<file path="config.mk">
export PLATFORM = sky130hd
export DESIGN_NAME = ssp_ram
export DESIGN_NICKNAME = d
export VERILOG_FILES = /design/src/hdl/ssp_ram.sv
export SDC_FILE = /design/constraint.sdc
export NUM_CORES = 1
export LEC_CHECK = 0
export BUFFER_PORTS_ARGS = -buffer_cell sky130_fd_sc_hd__buf_2
export CORE_ASPECT_RATIO = 1.2
export CORE_MARGIN = 4
export CORE_UTILIZATION = 45
export DETAILED_ROUTE_END_ITERATION = 6
export RECOVER_POWER = 25
export SLEW_MARGIN = 20
export SYNTH_ARGS = -nofsm -noshare
export SYNTH_HDL_FRONTEND = slang
export SYNTH_SLANG_ARGS = --single-unit
export TNS_END_PERCENT = 5
</file>
<file path="constraint.sdc">
create_clock -name clock -period 1.9 [get_ports clock]
set_input_delay 0.285 -clock clock [delete_from_list [all_inputs] [get_ports clock]]
set_output_delay 0.285 -clock clock [all_outputs]
set_load 0.02 [all_outputs]
</file>
<file path="src/hdl/ssp_ram.sv">
module ssp_ram #(
   parameter int WIDTH = 8,
   parameter int DEPTH = 64
) (
   input  logic                     clock,
   input  logic                     we,
   input  logic [$clog2(DEPTH)-1:0] waddr,
   input  logic [WIDTH-1:0]         wdata,
   input  logic [$clog2(DEPTH)-1:0] raddr,
   output logic [WIDTH-1:0]         rdata
);

   logic [WIDTH-1:0] mem [DEPTH];
   logic [WIDTH-1:0] rdata_ff;

   always_ff @(posedge clock) begin
      if (we) begin
         mem[waddr] <= wdata;
      end
      rdata_ff <= mem[raddr];
   end

   assign rdata = rdata_ff;

endmodule
</file>
# Word-level counts from Yosys, hierarchy flattened
# Memories as Yosys holds them, arrays and structs flattened. A register that Yosys moved wholly into a read port is not among the register bits.
# Index checks and enable logic that the tools add are counted.
# totals
reg_bits,0
elab_cells,3
output_inout_bits,8
mem_bits_rw,512
memories,1
input_bits,22
# mem_list
name,words,word_bits,rd,rd_clocked_by_memory_dff,wr,line_no,rtl
mem,64,8,1,1,1,13,logic [WIDTH-1:0] mem [DEPTH];
# op_classes
mux,2
# ops
cell,n
1-bit 2-to-1 mux,2

# Logic depth before layout (Yosys ltp)
# depth
word_depth,2
mapped_depth,9
ltp_nobuf,5

# Least setup slack after synthesis
# OpenSTA, ideal clock, no wires.
# synth_path
path_kind,input-to-reg
from,in raddr[1]
to,"reg rdata_ff[3], in the netlist rdata[3], read port of mem"
arrival_time_ps,1825
setup_slack_ps,-53
cell_stages,7
setup_time_ps,128
required_time_ps,1772
n_path_buf,3
cell_sequence,buf_4 > buf_2 > buf_2 > mux4_2 > mux4_2 > o21ai_1 > o41ai_1
# synth_rtl
item,line_no,rtl
start: declaration,9,"input logic [$clog2(DEPTH)-1:0] raddr,"
end: declaration,14,logic [WIDTH-1:0] rdata_ff;

==> impl_metrics.sql <==
INSERT INTO impl_metrics (metric_group, metric, value, unit) VALUES
('run_status', 'run_status', 'finished clean', ''),
('drt', 'route.vias.total', '9955', ''),
('timing', 'max_freq', '539', 'MHz'),
('synthesis', 'number_of_enable_type_register_cells_in_the_synthesized_netlist', '512', ''),
('job', 'max_cap_viol_count', '0', ''),
('worst_setup_path', 'rrSetupSlack', '50', 'ps'),
('grt', 'grt_max_degree', '65', ''),
('drt', 'dr.pass1.iters', '7', ''),
('synthesis', 'synth_top_cell_area_share', '76.2', '%'),
('synthesis', 'ys.flop_type', 'edfxtp_1', ''),
('power', 'max-vdd-ir-drop', '592', 'uV'),
('synthesis', 'synth_xor_area_share', '0', '%'),
('timing', 'setup_viol_count_final', '0', ''),
('synthesis', 'synth_compound_gate_area_share', '2.07', '%'),
('synthesis', 'synth_top_cells_by_count', 'edfxtp_1 (512), mux4_2 (126), nor2_1 (83)', ''),
('layout', 'finish.utilization', '54.0', '%'),
('drt', 'routedWlPerCell', '26.5', 'um'),
('power', 'leakage', '7.77', 'nW'),
('timing', 'timing.max_slew.rel_slack', '3.41', '%'),
('clock_tree', 'clk_transition_reported_paths', '70', 'ps'),
('clock_tree', 'tritoncts', 'built', ''),
('placement', 'hpwlAfterDp', '29700', 'um'),
('clock_tree', 'clk_lat_worst_skew', '560', 'ps'),
('layout', 'post-route-cell-area', '0.0238', 'sq mm'),
('synthesis', 'async_reset_ff_share', '0', '%'),
('placement', 'place.port_buffers', '29', ''),
('synthesis', 'yosys-mux-area-fraction', '15.9', '%'),
('placement', 'gp_congestion', '0.825', ''),
('worst_setup_path', 'timing.critical_path.fanout_max', '1', ''),
('floorplan', 'initial_core_util', '45.8', '%'),
('worst_setup_path', 'worst_path_dominant_cell_family', 'multiplexers', ''),
('timing', 'rsz_0062_raised_after_global_routing', 'yes', ''),
('power', 'total_power', '0.0233', 'W'),
('clock_tree', 'clock-root-buffer', 'clkbuf_16', ''),
('worst_setup_path', 'critical_path_required', '2350', 'ps'),
('synthesis', 'synth_area_per_cell', '21.5', 'sq um'),
('timing', 'timing.setup.tns', '0', 'ps'),
('drt', 'drt_first_iter_violations', '800', ''),
('worst_setup_path', 'worstSetupStartpointType', 'flop', ''),
('placement', 'placedInstanceArea', '0.0222', 'sq mm'),
('drt', 'wl', '46000', 'um'),
('floorplan', 'core', '0.0440', 'sq mm'),
('layout', 'fin_nets', '1162', ''),
('synthesis', 'yosys.area_share.adder', '0', '%'),
('floorplan', 'floorplan.die.height', '240', 'um'),
('worst_setup_path', 'critical_path.most_common_cell', 'mux4_2', ''),
('floorplan', 'die_width', '201', 'um'),
('power', 'cellPowerDensity', '980', 'mW/mm^2'),
('synthesis', 'yosysMostFrequentCell', 'edfxtp_1', ''),
('synthesis', 'synth_top_family_by_area', 'multiplexers', ''),
('worst_setup_path', 'timing_worst_setup_path_type', 'flop to flop', ''),
('synthesis', 'netlist_top_cells_area', 'edfxtp_1 (76%), mux4_2 (14%), nor2_1 (1.5%)', ''),
('drt', 'drc', '0', ''),
('worst_setup_path', 'critical_path.n_buffers_inverters', '0', ''),
('floorplan', 'num_rows', '84', ''),
('worst_setup_path', 'crit_path_top_delay_cell', 'mux4_2', ''),
('synthesis', 'post_synth_num_cell_types', '40', ''),
('layout', 'insertedDiodeCount', '0', ''),
('clock_tree', 'cts_setup_buffers', '0', ''),
('clock_tree', 'cts_max_level', '2', ''),
('clock_tree', 'clockBufferDepth', '3', ''),
('worst_setup_path', 'worstPathArrival', '2310', 'ps'),
('synthesis', 'cell_type_with_the_highest_aggregate_area_in_the_netlist', 'edfxtp_1', ''),
('timing', 'fin_worst_skew', '24.3', 'ps'),
('timing', 'hold_violations_final', '0', ''),
('grt', 'total_gr_overflow', '0', ''),
('grt', 'globalRouteTotalUtil', '19.2', '%'),
('worst_setup_path', 'crit_chain', 'mux4_2 > mux4_2 > nor2_1 > nor3_1 > o2bb2ai_1', ''),
('grt', 'wire_length_of_the_first_global_routing_pass', '68500', 'um'),
('clock_tree', 'cts_sinks', '520', ''),
('synthesis', 'synth_simple_gate_area_share', '3.39', '%');
## state kept, by name, summed over array words and instances (netlist names)
| name | count |
|---|---|
| rdata | 8 |
| mem | 512 |
## per-stage QoR
stage          hold WS (ps)  setup WS, ps  instances
2_1_floorplan           384          7.08        940
3_3_place_gp            702          -464       1650
3_5_place_dp            703          -490       1650
4_1_cts                90.4         -5.16       1738
5_1_grt                 130         -13.6       1736
6_report                142          46.0       1736
## per-layer routing
layer	GRT usage [%]	vias to the layer above	routed length, um
met5	0	-	0
met4	4.93	0	1140
met3	2.81	74	2530
met2	32.9	289	23400
met1	26.2	5276	18800
li1	-	4316	-
## path summary, 6_finish.rpt
kind	from	endpoint	cells past startpoint
worst max-delay path	mem[3][0]	rdata[0]	5
worst min-delay path	raddr[5]	rdata[2]	3
worst max register to register	mem[3][0]	rdata[0]	5
worst min register to register	mem[26][4]	rdata[4]	3
## logic make-up (layout without fill, tap and decap cells)
| kind of cell | count (synthesis) | in the layout |
|---|---|---|
| AND/OR/NAND/NOR | 153 | 153 |
| multiplexers | 162 | 162 |
| flip-flops | 520 | 520 |
| AO/OA/AOI/OAI | 54 | 54 |
| buffers and inverters | 51 | 288 |
## power by group
part           switching, W  internal [W]  total [W]  leakage [nW]
sequential        0.0000308        0.0127     0.0127          4.67
clock               0.00397       0.00520    0.00917         0.742
combinational      0.000791      0.000594    0.00139          2.36
## worst min-delay path: cells and delay by family
family / cells / cell delay, ps
AOI/OAI and AO/OA: 1 / 60
buffers and inverters: 1 / 210
and+or+nand+nor: 1 / 100
## cell type report
type / count / area [sq um]
clock buffer: 58 / 1280
fill: 3359 / 20300
sequential: 520 / 15500
multi-input combinational: 369 / 4400
clock inverter: 30 / 221
timing repair buffer: 200 / 1630
tap: 559 / 699
## what timing repair did
action	CTS	global route
gates resized for setup	7	8
endpoints found under the setup margin	4	5
pin swaps	2	2
hold buffers	0	0
## cell usage in the layout (no fill, tap or decap), drive strengths merged, types with 4 or more instances in the layout
master,count
a211oi,4
a221oi,6
buf,194
clkbuf,64
clkinv,27
dfxtp,8
edfxtp,512
mux2,13
mux2i,23
mux4,126
nand2,19
nand2b,7
nand3,13
nor2,83
nor2b,14
nor3,7
o21ai,4
o221ai,8
o22ai,8
Note: power is estimated with default switching activity, not from simulation.
